### config.mk
export PLATFORM = sky130hd
export DESIGN_NAME = four_digit_seven_segment_driver_top
export DESIGN_NICKNAME = d
export VERILOG_FILES = /design/src/sv/fdsd_pkg.sv /design/src/sv/four_digit_seven_segment_driver_top.sv
export SDC_FILE = /design/constraint.sdc
export NUM_CORES = 1
export LEC_CHECK = 0
export ABC_AREA = 1
export BUFFER_PORTS_ARGS = -buffer_cell sky130_fd_sc_hd__buf_2
export CORE_ASPECT_RATIO = 0.9
export CORE_UTILIZATION = 45
export CTS_CLUSTER_DIAMETER = 200
export DETAILED_ROUTE_END_ITERATION = 10
export HOLD_SLACK_MARGIN = 0.12
export PLACE_DENSITY = 0.59
export SYNTH_ARGS = -nofsm -noshare
export SYNTH_HDL_FRONTEND = slang
export SYNTH_SLANG_ARGS = --single-unit
### constraint.sdc
create_clock -name clk_i -period 2.08 [get_ports clk_i]
set_input_delay 0.416 -clock clk_i [delete_from_list [all_inputs] [get_ports clk_i]]
set_output_delay 0.416 -clock clk_i [all_outputs]
set_load 0.02 [all_outputs]
### src/sv/fdsd_pkg.sv
package fdsd_pkg;

  // field widths
  localparam int unsigned CmdW   = 3;
  localparam int unsigned ValueW = 16;
  localparam int unsigned IdxW   = 2;
  localparam int unsigned SegW   = 8;
  localparam int unsigned SelW   = 4;
  localparam int unsigned Digits = 4;

  // command codes, the two top codes do nothing
  typedef enum logic [CmdW-1:0] {
    CMD_TICK     = 3'd0,
    CMD_RAW      = 3'd1,
    CMD_HEX_BYTE = 3'd2,
    CMD_HEX_WORD = 3'd3,
    CMD_DEC_BYTE = 3'd4,
    CMD_DEC_WORD = 3'd5
  } cmd_e;

  typedef logic [SegW-1:0] seg_t;

  localparam seg_t BlankSeg = 8'hFF;
  localparam logic [SelW-1:0] AllOff = 4'hF;

  // reciprocal multipliers for exact division of a 16-bit value
  localparam int unsigned RecipW   = 17;
  localparam int unsigned ProdW    = ValueW + RecipW;
  localparam logic [RecipW-1:0] Recip10    = 17'd52429;
  localparam logic [RecipW-1:0] Recip100   = 17'd83887;
  localparam logic [RecipW-1:0] Recip1000  = 17'd67109;
  localparam logic [RecipW-1:0] Recip10000 = 17'd107375;
  localparam int unsigned Shift10    = 19;
  localparam int unsigned Shift100   = 23;
  localparam int unsigned Shift1000  = 26;
  localparam int unsigned Shift10000 = 30;

  // quotient widths for a 16-bit dividend
  localparam int unsigned Q1W = 13;
  localparam int unsigned Q2W = 10;
  localparam int unsigned Q3W = 7;
  localparam int unsigned Q4W = 3;

  // active-low font for one nibble
  function automatic seg_t glyph(input logic [3:0] nib);
    seg_t pat;
    case (nib)
      4'h0: pat = 8'h50;
      4'h1: pat = 8'h5F;
      4'h2: pat = 8'h32;
      4'h3: pat = 8'h16;
      4'h4: pat = 8'h1D;
      4'h5: pat = 8'h94;
      4'h6: pat = 8'h90;
      4'h7: pat = 8'h5E;
      4'h8: pat = 8'h10;
      4'h9: pat = 8'h14;
      4'hA: pat = 8'h18;
      4'hB: pat = 8'h91;
      4'hC: pat = 8'hF0;
      4'hD: pat = 8'h13;
      4'hE: pat = 8'hB0;
      4'hF: pat = 8'hB8;
      default: pat = BlankSeg;
    endcase
    return pat;
  endfunction

endpackage

### src/sv/four_digit_seven_segment_driver_top.sv
// channel  | valid       | stall        | payload
// ---------+-------------+--------------+-----------------------------------------------
// in       | in_valid_i  | in_stall_o   | command_i, value_i, digit_index_i,
//          |             |              | segment_pattern_i
// out      | out_valid_o | out_stall_i  | segment_lines_o, digit_select_o
//
// one item per cycle while the output is not stalled; a result passes through the quotient
// register of stage one and then the pattern and drive registers of stage two
// the decimal quotients come from one reciprocal multiplier each, in parallel
// reset clears the patterns to blank, the scan to digit 0 and the drive to all off
// an output stall holds the drive and backs up through the single input stage
module four_digit_seven_segment_driver_top (
  input  logic                          clk_i,
  input  logic                          rst_ni,
  input  logic                          in_valid_i,
  output logic                          in_stall_o,
  input  logic [fdsd_pkg::CmdW-1:0]     command_i,
  input  logic [fdsd_pkg::ValueW-1:0]   value_i,
  input  logic [fdsd_pkg::IdxW-1:0]     digit_index_i,
  input  logic [fdsd_pkg::SegW-1:0]     segment_pattern_i,
  output logic                          out_valid_o,
  input  logic                          out_stall_i,
  output logic [fdsd_pkg::SegW-1:0]     segment_lines_o,
  output logic [fdsd_pkg::SelW-1:0]     digit_select_o
);
  import fdsd_pkg::*;

  // stage one: item and quotients
  logic                 s1_valid_q;
  logic [CmdW-1:0]      s1_cmd_q;
  logic [ValueW-1:0]    s1_val_q;
  logic [IdxW-1:0]      s1_idx_q;
  seg_t                 s1_pat_q;
  logic [Q1W-1:0]       s1_q1_q;
  logic [Q2W-1:0]       s1_q2_q;
  logic [Q3W-1:0]       s1_q3_q;
  logic [Q4W-1:0]       s1_q4_q;

  // stage two: display state and result
  seg_t                 pat_q [Digits];
  seg_t                 pat_d [Digits];
  logic [IdxW-1:0]      scan_q, scan_d;
  seg_t                 seg_q, seg_d;
  logic [SelW-1:0]      sel_q, sel_d;
  logic                 out_valid_q;

  logic                 in_fire;
  logic                 s1_stall;
  logic                 s1_fire;

  logic [ValueW-1:0]    div_x;
  logic [ProdW-1:0]     prod10, prod100, prod1000, prod10000;

  logic [ValueW-1:0]    x2;
  logic [ValueW-1:0]    rem0;
  logic [Q1W-1:0]       rem1;
  logic [Q2W-1:0]       rem2;
  logic [Q3W-1:0]       rem3;
  seg_t                 g0, g1, g2, g3;

  // handshake
  assign s1_stall   = out_valid_q && out_stall_i;
  assign s1_fire    = s1_valid_q && !s1_stall;
  assign in_stall_o = s1_valid_q && s1_stall;
  assign in_fire    = in_valid_i && !in_stall_o;

  // dividend: low byte for the decimal byte mode
  assign div_x = (command_i == CMD_DEC_BYTE) ? {8'h00, value_i[7:0]} : value_i;

  // reciprocal products, one per decimal place
  assign prod10    = ProdW'(div_x) * ProdW'(Recip10);
  assign prod100   = ProdW'(div_x) * ProdW'(Recip100);
  assign prod1000  = ProdW'(div_x) * ProdW'(Recip1000);
  assign prod10000 = ProdW'(div_x) * ProdW'(Recip10000);

  // stage one valid, fills whenever the stage is empty or moving on
  always_ff @(posedge clk_i or negedge rst_ni) begin
    if (!rst_ni) begin
      s1_valid_q <= 1'b0;
    end else if (!in_stall_o) begin
      s1_valid_q <= in_fire;
    end
  end

  // stage one payload
  always_ff @(posedge clk_i) begin
    if (in_fire) begin
      s1_cmd_q <= command_i;
      s1_val_q <= value_i;
      s1_idx_q <= digit_index_i;
      s1_pat_q <= segment_pattern_i;
      s1_q1_q  <= Q1W'(prod10 >> Shift10);
      s1_q2_q  <= Q2W'(prod100 >> Shift100);
      s1_q3_q  <= Q3W'(prod1000 >> Shift1000);
      s1_q4_q  <= Q4W'(prod10000 >> Shift10000);
    end
  end

  // decimal digits from neighbouring quotients
  assign x2   = (s1_cmd_q == CMD_DEC_BYTE) ? {8'h00, s1_val_q[7:0]} : s1_val_q;
  assign rem0 = x2 - (ValueW'(s1_q1_q) * ValueW'(10));
  assign rem1 = s1_q1_q - Q1W'(Q1W'(s1_q2_q) * Q1W'(10));
  assign rem2 = s1_q2_q - Q2W'(Q2W'(s1_q3_q) * Q2W'(10));
  assign rem3 = s1_q3_q - Q3W'(Q3W'(s1_q4_q) * Q3W'(10));

  // font lookups, shared by hex and decimal modes
  always_comb begin
    if (s1_cmd_q == CMD_HEX_WORD || s1_cmd_q == CMD_HEX_BYTE) begin
      g0 = glyph(s1_val_q[15:12]);
      g1 = glyph(s1_val_q[11:8]);
      g2 = glyph(s1_val_q[7:4]);
      g3 = glyph(s1_val_q[3:0]);
    end else begin
      g0 = glyph(rem3[3:0]);
      g1 = glyph(rem2[3:0]);
      g2 = glyph(rem1[3:0]);
      g3 = glyph(rem0[3:0]);
    end
  end

  // next display state for the item in stage one
  always_comb begin
    pat_d  = pat_q;
    scan_d = scan_q;
    seg_d  = seg_q;
    sel_d  = sel_q;
    case (s1_cmd_q)
      CMD_TICK: begin
        seg_d  = pat_q[scan_q];
        sel_d  = ~(SelW'(1) << scan_q);
        scan_d = scan_q + IdxW'(1);
      end
      CMD_RAW: begin
        pat_d[s1_idx_q] = s1_pat_q;
      end
      CMD_HEX_BYTE: begin
        pat_d[0] = BlankSeg;
        pat_d[1] = BlankSeg;
        pat_d[2] = g2;
        pat_d[3] = g3;
      end
      CMD_HEX_WORD, CMD_DEC_WORD: begin
        pat_d[0] = g0;
        pat_d[1] = g1;
        pat_d[2] = g2;
        pat_d[3] = g3;
      end
      CMD_DEC_BYTE: begin
        pat_d[0] = BlankSeg;
        pat_d[1] = g1;
        pat_d[2] = g2;
        pat_d[3] = g3;
      end
      default: begin
      end
    endcase
  end

  // display state, drive and result valid
  always_ff @(posedge clk_i or negedge rst_ni) begin
    if (!rst_ni) begin
      for (int i = 0; i < Digits; i++) begin
        pat_q[i] <= BlankSeg;
      end
      scan_q      <= '0;
      seg_q       <= BlankSeg;
      sel_q       <= AllOff;
      out_valid_q <= 1'b0;
    end else begin
      if (s1_fire) begin
        pat_q  <= pat_d;
        scan_q <= scan_d;
        seg_q  <= seg_d;
        sel_q  <= sel_d;
      end
      if (!s1_stall) begin
        out_valid_q <= s1_fire;
      end
    end
  end

  assign out_valid_o     = out_valid_q;
  assign segment_lines_o = seg_q;
  assign digit_select_o  = sel_q;

`ifndef SYNTHESIS
  // a tick always enables exactly one digit
  a_tick_one_cold: assert property (@(posedge clk_i) disable iff (!rst_ni)
    s1_fire && s1_cmd_q == CMD_TICK |=> $onehot(~digit_select_o))
    else $error("tick did not select exactly one digit");

  // only a tick changes the drive
  a_update_keeps_drive: assert property (@(posedge clk_i) disable iff (!rst_ni)
    s1_fire && s1_cmd_q != CMD_TICK |=> $stable(segment_lines_o) && $stable(digit_select_o))
    else $error("drive changed on a non-tick item");

  // the scan moves only on a tick
  a_scan_on_tick: assert property (@(posedge clk_i) disable iff (!rst_ni)
    !(s1_fire && s1_cmd_q == CMD_TICK) |=> $stable(scan_q))
    else $error("scan position moved without a tick");

  // a stalled result keeps its drive
  a_stall_holds: assert property (@(posedge clk_i) disable iff (!rst_ni)
    out_valid_q && out_stall_i |=> out_valid_q && $stable(seg_q) && $stable(sel_q))
    else $error("stalled result changed");
`endif

endmodule

Word-level counts from Yosys, hierarchy flattened
Memories as Yosys holds them, arrays and structs flattened. A register that Yosys moved wholly into a read port is not among the register bits.
Index checks and enable logic that the tools add are counted.
{"block": "word_totals", "rom_bits": 896, "ramBits": 0, "in_bits": 33, "regBits": 110, "out_inout_bits": 14, "latch_bits": 0, "wordCells": 80, "n_memories": 8}
{"block": "op_classes", "magnitude_cmp": 3, "div": 0, "mul": 8, "muxes": 16, "n_reduce_logical": 13, "bitwise_logic": 3, "n_eq_ne": 6, "addsub": 5, "shifts": 1}
{"name": "(no name shown)", "depth": 16, "width": 7, "read_ports": 1, "rd_clocked_by_memory_dff": 1, "wr": 0, "line": "fdsd_pkg.sv:47", "source": "case (nib)"}
{"name": "(no name shown)", "depth": 16, "width": 7, "read_ports": 1, "rd_clocked_by_memory_dff": 1, "wr": 0, "line": "fdsd_pkg.sv:47"}
{"name": "(no name shown)", "depth": 16, "width": 7, "read_ports": 1, "rd_clocked_by_memory_dff": 1, "wr": 0, "line": "fdsd_pkg.sv:47"}
{"name": "(no name shown)", "depth": 16, "width": 7, "read_ports": 1, "rd_clocked_by_memory_dff": 1, "wr": 0, "line": "fdsd_pkg.sv:47"}
{"name": "(no name shown)", "depth": 16, "width": 7, "read_ports": 1, "rd_clocked_by_memory_dff": 0, "wr": 0, "line": "fdsd_pkg.sv:47"}
{"name": "(no name shown)", "depth": 16, "width": 7, "read_ports": 1, "rd_clocked_by_memory_dff": 0, "wr": 0, "line": "fdsd_pkg.sv:47"}
{"name": "+2 memories"}
{"cell": "$pmux W32 S4", "n": 1}
{"cell": "$mul A16 B17 Y33 const B", "n": 3}
{"cell": "$mux W8", "n": 7}
{"cell": "$bwmux W32", "n": 1}
{"cell": "$mul A16 B16 Y32 const B", "n": 1}
{"cell": "$bmux W8 S2", "n": 1}
{"cell": "$demux W8 S2", "n": 1}
{"cell": "$mux W16", "n": 1}
{"cell": "$mux W4", "n": 4}
{"cell": "$sub A4 B4 Y4", "n": 4}
{"cell": "$mul A13 B3 Y3 const B", "n": 1}
{"cell": "$mul A10 B3 Y3 const B", "n": 1}
{"cell": "$eq A3 B3 Y1 const B", "n": 3}
{"cell": "$mul A7 B3 Y3 const B", "n": 1}
{"cell": "$eq A3 B2 Y1 const B", "n": 2}
{"cell": "$ge A3 B3 Y1 const B", "n": 2}
{"cell": "$not A2 Y3", "n": 2}
{"cell": "$logic_and A1 B1 Y1", "n": 5}
{"cell": "$not A4 Y4", "n": 1}
{"cell": "$reduce_and A2 Y1", "n": 2}
{"cell": "$reduce_bool A4 Y1", "n": 1}
{"cell": "$shl A1 B2 Y4 const A", "n": 1}
{"cell": "$eq A3 B1 Y1 const B", "n": 1}
{"cell": "$logic_not A3 Y1", "n": 1}
{"cell": "other kinds (6)", "n": 7}

Logic depth before layout (Yosys ltp)
Gate-level depths: netlist of run 1.
{"block": "logic_depth", "ltp_word": 7, "depth_mapped": 28}

Worst setup path before layout of run 1
No wires, ideal clock.
{"block": "synth_timing", "kind": "in2reg", "start": "input command_i[1] (netlist name)", "end": "register s1_q4_q[2] (data pin)", "path_stages": 24, "n_path_buf": 0, "setup_time_ps": 252, "required_time_ps": 1828, "path_slack_ps": -3816, "arrival_time_ps": 5643, "path_cell_list": "nor2_1 -> nand2_1 -> inv_1 -> nor2_1 -> ha_1 -> ha_1 -> inv_1 -> nand2_1 -> fa_1 -> fa_1 -> inv_1 -> fa_1 -> fa_1 -> fa_1 -> inv_1 -> ha_1 -> a21oi_1 -> o21ai_0 -> nand2_1 -> nand3_1 -> a21oi_1 -> nand2_1 -> nand2_1 -> nand2_1"}
{"block": "synth_between", "elab_chain_len": 3}
{"element": "from (decl)", "line": "four_digit_seven_segment_driver_top.sv:17", "source": "input logic [fdsd_pkg::CmdW-1:0] command_i,"}
{"element": "$eq A3 B3 Y1", "line": "four_digit_seven_segment_driver_top.sv:68", "source": "assign div_x = (command_i == CMD_DEC_BYTE) ? {8'h00, value_i[7:0]} : value_i;"}
{"element": "$mux W16", "line": "four_digit_seven_segment_driver_top.sv:68"}
{"element": "$mul A16 B17 Y33", "line": "four_digit_seven_segment_driver_top.sv:74", "source": "assign prod10000 = ProdW'(div_x) * ProdW'(Recip10000);"}
{"element": "net prod10000[32]", "line": "four_digit_seven_segment_driver_top.sv:52", "source": "logic [ProdW-1:0] prod10, prod100, prod1000, prod10000;"}
{"element": "to (signal assigned)", "line": "four_digit_seven_segment_driver_top.sv:95", "source": "s1_q4_q <= Q4W'(prod10000 >> Shift10000);"}
{"element": "to (decl)", "line": "four_digit_seven_segment_driver_top.sv:37", "source": "logic [Q4W-1:0] s1_q4_q;"}
The timed path passes the listed nets, and every way through them passes these cells.
A chain may end at the register's enable or synchronous reset.

Worst setup path in the final report of run 1
{"block": "layout_timing", "start": "input command_i[0] (netlist name)", "end": "register s1_q2_q[1] (data pin)"}
{"block": "layout_between", "elab_chain_len": 3}
{"element": "$eq A3 B3 Y1", "line": "four_digit_seven_segment_driver_top.sv:68"}
{"element": "$mux W16", "line": "four_digit_seven_segment_driver_top.sv:68"}
{"element": "$mul A16 B17 Y33", "line": "four_digit_seven_segment_driver_top.sv:72", "source": "assign prod100 = ProdW'(div_x) * ProdW'(Recip100);"}
{"element": "net prod100[24]", "line": "four_digit_seven_segment_driver_top.sv:52"}
{"element": "to (signal assigned)", "line": "four_digit_seven_segment_driver_top.sv:93", "source": "s1_q2_q <= Q2W'(prod100 >> Shift100);"}
{"element": "to (decl)", "line": "four_digit_seven_segment_driver_top.sv:35", "source": "logic [Q2W-1:0] s1_q2_q;"}
The timed path passes the listed nets, and every way through them passes these cells.

==> results of run 1 <==
[area by class of cell]
cell class / count / area [sq um]
Timing Repair Buffer: 475 / 3760
Multi-Input combinational cell: 1910 / 19200
Inverter: 676 / 2590
Fill cell: 4283 / 19300
Tap cell: 671 / 840
Sequential cell: 120 / 3140
Clock buffer: 21 / 483
Clock inverter: 11 / 87.6
[per-stage QoR]
step	util, %	std cells	setup TNS, ns	hold slack, ns
6_report	60.9	3884	-41.61	0.159
4_1_cts	58.3	3860	-41.84	0.126
5_1_grt	60.9	3884	-45.90	0.143
2_1_floorplan	-	2732	-43.51	0.120
3_3_place_gp	54.7	3791	-53.74	0.364
3_5_place_dp	54.7	3791	-55.82	0.367
[worst reg2reg max path, stage by stage, from the launching register on]
cell,delay (ns)
edfxtp_1,0.52
ha_4,0.22
inv_2,0.04
fa_2,0.46
inv_2,0.11
buf_8,0.14
nand2_2,0.06
o21ai_2,0.06
nand2_1,0.07
nand3_1,0.08
nand2_1,0.05
nand2_1,0.07
nand2_1,0.07
a21boi_1,0.15
[worst min path at each step]
stage	from	endpoint	slack [ns]
floorplan	rst_ni	out_valid_o	0.12
global placement	rst_ni	scan_q[1]	0.36
detailed placement	rst_ni	scan_q[1]	0.37
CTS	segment_pattern_i[3]	s1_pat_q[3]	0.13
global route	segment_pattern_i[3]	s1_pat_q[3]	0.14
finish	command_i[2]	s1_cmd_q[2]	0.16
[layer usage]
metal	track usage, %	share of wire [%]
met2	46.3	47
met4	9.79	3.3
met5	0	0
met3	4.39	5.0
met1	38.5	45
[Yosys cell counts, drive strengths merged, types with 6 or more instances]
library cell,instances,share of area [%]
a31oi,10,0.28
nor2,212,3.5
fa,300,26
a21o,12,0.40
clkbuf,8,0.13
xnor2,19,0.73
ha,435,24
a21boi,15,0.50
inv,674,11
nor3,13,0.36
or2,12,0.33
o21ai,128,3.0
dfxtp,28,2.5
edfxtp,44,5.8
a22oi,6,0.20
nor4,8,0.22
nand3,94,2.1
buf,20,0.47
a21oi,119,2.6
dfstp,44,5.1
nand4,12,0.33
o211ai,8,0.26
o21a,6,0.20
xor2,10,0.39
nand2,465,7.7
[timing repair]
| action | in CTS | in global routing |
|---|---|---|
| gates cloned | 0 | 3 |
| hold buffers | 12 | 0 |
| setup buffers | 26 | 27 |
| gates resized for setup | 235 | 293 |
| setup endpoints to repair | 48 | 54 |
| pin swaps | 164 | 187 |
| endpoints found under the hold margin | 14 | 0 |
[logic make-up (layout without fill, tap and decap cells)]
family                     count (synthesis)  count (layout)  synth area share [%]
AOI/OAI and AO/OA                        322             322                  8.09
and+or+nand+nor                          822             824                  14.8
DFF                                      120             120                  13.8
adders and majority gates                735             735                  50.4
buffers and inverters                    704            1183                  11.8
xor gates and xnor gates                  29              29                  1.12
==> flow_summary.ini, run 1 <==
[outcome]
status = finished with violations
violations = negative setup slack

[final_layout]
syn_to_final_growth_pct = 32.6
layout_commonest_cell = inv_1
fin_nets = 3968
finalInstanceArea_sq_um = 30100
layout_common_cells = 592 x inv_1, 369 x buf_4, 363 x ha_1
final_layout_size_suffix_gt1_share_pct = 31.5
antenna_cells = 0

[floorplanning]
fp.coreArea_sq_um = 49400
fp-row-count = 77
die_w_um = 239
initial_utilization_pct = 45.9
die_h_um = 215
dieArea_sq_um = 51400
ios = 47

[setup_path]
r2r_start = s1_q3_q[0]
crit_top_cell = fa_2
reg2regPathDepth = 13
crit_end = s1_q2_q[1]
path_delay_family = adder cells
crit_path_cell_trace = buf_8 -> nor2_4 -> nand2_8 -> nand2_4 -> clkinvlp_4 -> buf_12 -> fa_2 -> fa_1 -> inv_2 -> fa_2 -> fa_2 -> inv_2 -> fa_1 -> fa_2 -> ha_4 -> a21o_1 -> a21oi_2 -> nor2_1 -> nor3_2 -> nand3_1 -> nand2_1 -> nand2_1
cp_num_cells = 22
startpoint = command_i[0]
worstPathRequired_ns = 2.30
critPathSlowestCell = fa_2
crit_buf_inv = 5
r2r_slack_ns = -0.08
crit_type = in2reg
critical_path.startpoint_type = primary input
crit_path_end_kind = flip-flop
cpPeakStageDelay_ns = 0.65
cp_data_arrival_time_ns = 5.22
cp_max_fo = 6

[route]
vias = 19700
avgViaCountPerCell = 5.07
first_iter_violations = 1060
routed_wirelength_um = 70900
drcViolationCount = 0
firstDrtPassIters = 5
ant_nets = 0
wl_per_cell_um = 18.3

[cts]
clockBufferDepth = 2
cts_tree = built
clockRootBuffer = clkbuf_16
cts.sinks = 120
htree_levels = 4
cts_inserted_buffers = 17
clk_pin_slew_ns = 0.06
clk_latency_ns = 0.47

[synth]
ys_seq_area_share_pct = 13.8
ys_ff_latch = 120
synth_warnings = 0
synth-edff-count = 44
ys_types = 48
syn_area_per_cell_sq_um = 8.31
synthCells = 2732
syn_nets = 3500
netlist_area_sq_um = 22700
synth_ff_type = edfxtp_1
async_flop_share_pct = 40.0

[hold_path]
hp-class = in2reg
hold_depth = 1

[grt]
gr-total-overflow = 0
grt_max_degree = 40
antenna_found_initial = 1
first_global_vias = 20600
grt_pass1_wl_um = 111000
grt_usage_pct = 28.5

[timing]
worst_pin_slew_ns = 0.668
rsz0062_at_grt = true
max-slew-margin-rel_pct = 55.0
fmax_mhz = 200
hold_viol = 0
slew_viol_final = 0
fin_crit_sh_pct = 241
setup_slack_ns = -2.92
fin_skew_ns = 0.0136
finalSetupViolations = 25
fin_crit_ns = 5.00

[placed_design]
gp_congestion = 0.992
dp_slack_ns = -3.62
port_buffers = 46
dpl.hpwl_um = 59600
place_area_sq_um = 27000

[run]
max_cap_violations = 0
Power of run 1 is left out: the tool's default activity adds up to more than one toggle a clock period on the data nets, which glitch-free logic cannot reach.
==> inputs of run 2 (changes only) <==
--- a/config.mk
+++ b/config.mk
@@ -11,6 +11,7 @@
 export CORE_UTILIZATION = 45
 export CTS_CLUSTER_DIAMETER = 200
 export DETAILED_ROUTE_END_ITERATION = 10
+export GPL_TIMING_DRIVEN = 0
 export HOLD_SLACK_MARGIN = 0.12
 export PLACE_DENSITY = 0.59
 export SYNTH_ARGS = -nofsm -noshare
==> flow_summary.ini, run 2 (same netlist as run 1, synthesis figures left out) <==
[run]
max_cap_violations = 0

[setup_path]
critical_path.startpoint_type = primary input
cp_data_arrival_time_ns = 5.37
cp_max_fo = 5
reg2regPathDepth = 13
crit_type = in2reg
r2r_slack_ns = -0.11
crit_path_end_kind = flip-flop
r2r_start = s1_q3_q[0]
worstPathRequired_ns = 2.25

[grt]
gr-total-overflow = 0
grt_max_degree = 49
grt_pass1_wl_um = 105000
antenna_found_initial = 1
grt_usage_pct = 26.8
first_global_vias = 19000

[timing]
worst_pin_slew_ns = 1.10
fin_skew_ns = 0.00800
finalSetupViolations = 22
max-slew-margin-rel_pct = 26.8
fin_setup_tns_ns = -43.78
fin_crit_sh_pct = 250
hold_viol = 0
fin_crit_ns = 5.20
rsz0062_at_grt = true
setup_slack_ns = -3.12
slew_viol_final = 0
fmax_mhz = 192

[outcome]
status = finished with violations
violations = negative setup slack

[route]
firstDrtPassIters = 6
routed_wirelength_um = 66900
ant_nets = 0
first_iter_violations = 1219
wl_per_cell_um = 18.7
avgViaCountPerCell = 5.20
vias = 18600
drcViolationCount = 0

[cts]
clockBufferDepth = 2
htree_levels = 4
cts_inserted_buffers = 17
clk_pin_slew_ns = 0.06
clk_latency_ns = 0.44
cts.sinks = 120
clockRootBuffer = clkbuf_16
cts_tree = built

[final_layout]
fin_nets = 3665
antenna_cells = 0
layout_commonest_cell = inv_1
final_layout_size_suffix_gt1_share_pct = 23.6
fin_util_pct = 56.0
layout_common_cells = 595 x inv_1, 378 x nand2_1, 363 x ha_1
syn_to_final_growth_pct = 22.0
finalInstanceArea_sq_um = 27700

[placed_design]
gp_congestion = 0.895
place_area_sq_um = 24300
dpl.hpwl_um = 51800
dp_slack_ns = -4.78
port_buffers = 46

[hold_path]
whs_endpoint = s1_pat_q[4]
hp-class = in2reg
hold_start = segment_pattern_i[4]
hold_depth = 1

[floorplanning]
initial_utilization_pct = 45.9
die_w_um = 239
fp-row-count = 77
ios = 47
fp.coreArea_sq_um = 49400
dieArea_sq_um = 51400
die_h_um = 215
[run 2: cell type report]
class | count | area (sq um)
Fill cell | 4477 | 21700
Multi-Input combinational cell | 1908 | 19100
Sequential cell | 120 | 3140
Inverter | 676 | 2650
Timing Repair Buffer | 147 | 1180
Tap cell | 671 | 840
Clock buffer | 22 | 518
Buffer | 26 | 204
Clock inverter | 10 | 76.3
Timing Repair inverter | 1 | 8.76
[run 2: worst max-delay path by stage]
stage	to	from	cells past startpoint	slack (ns)
5_1_grt	s1_q2_q[3]	command_i[0]	24	-3.25
4_1_cts	s1_q4_q[1]	command_i[0]	25	-3.07
3_5_place_dp	s1_q4_q[1]	command_i[1]	25	-4.78
3_3_place_gp	s1_q4_q[1]	command_i[1]	23	-4.85
6_report	s1_q4_q[2]	command_i[0]	24	-3.12
2_1_floorplan	s1_q2_q[1]	command_i[1]	20	-3.12
[run 2: stage by stage]
step / instances / hold slack, ns
floorplan: 2732 / 0.120
global placement: 3449 / 0.449
detailed placement: 3449 / 0.459
CTS: 3557 / 0.137
global route: 3581 / 0.145
finish: 3581 / 0.156
[run 2: per-layer routing]
metal	vias to the layer above	GRT usage, %	part of all wire (%)
met3	74	2.32	5.0
met2	492	42.6	45
li1	8863	-	-
met5	-	0	0
met4	0	5.38	2.0
met1	9199	39.7	48
[run 2: worst max-delay path, stage by stage]
cell and delay, ns:
buf_8 0.08, nor2_4 0.04, nand2_8 0.16, inv_8 0.06
nor2_4 0.10, buf_12 0.15, inv_6 0.04, fa_2 0.48
fa_1 0.53, inv_2 0.04, fa_1 0.57, fa_1 0.44
fa_1 0.52, inv_2 0.04, fa_1 0.50, inv_2 0.05
ha_4 0.30, nand2_4 0.08, nor4_2 0.21, o21ai_1 0.13
nand2_2 0.14, nand2_2 0.07, nand3b_1 0.10, nand2_2 0.09
[run 2: timing repair]
action                                  in CTS  in global routing
resized for setup                          304                234
cloned                                       2                  2
pin swaps                                  172                150
endpoints found under the setup margin      75                 63
buffers inserted                            76                 24
hold buffers                                 0                  0
Power of run 2 is left out for the same reason.
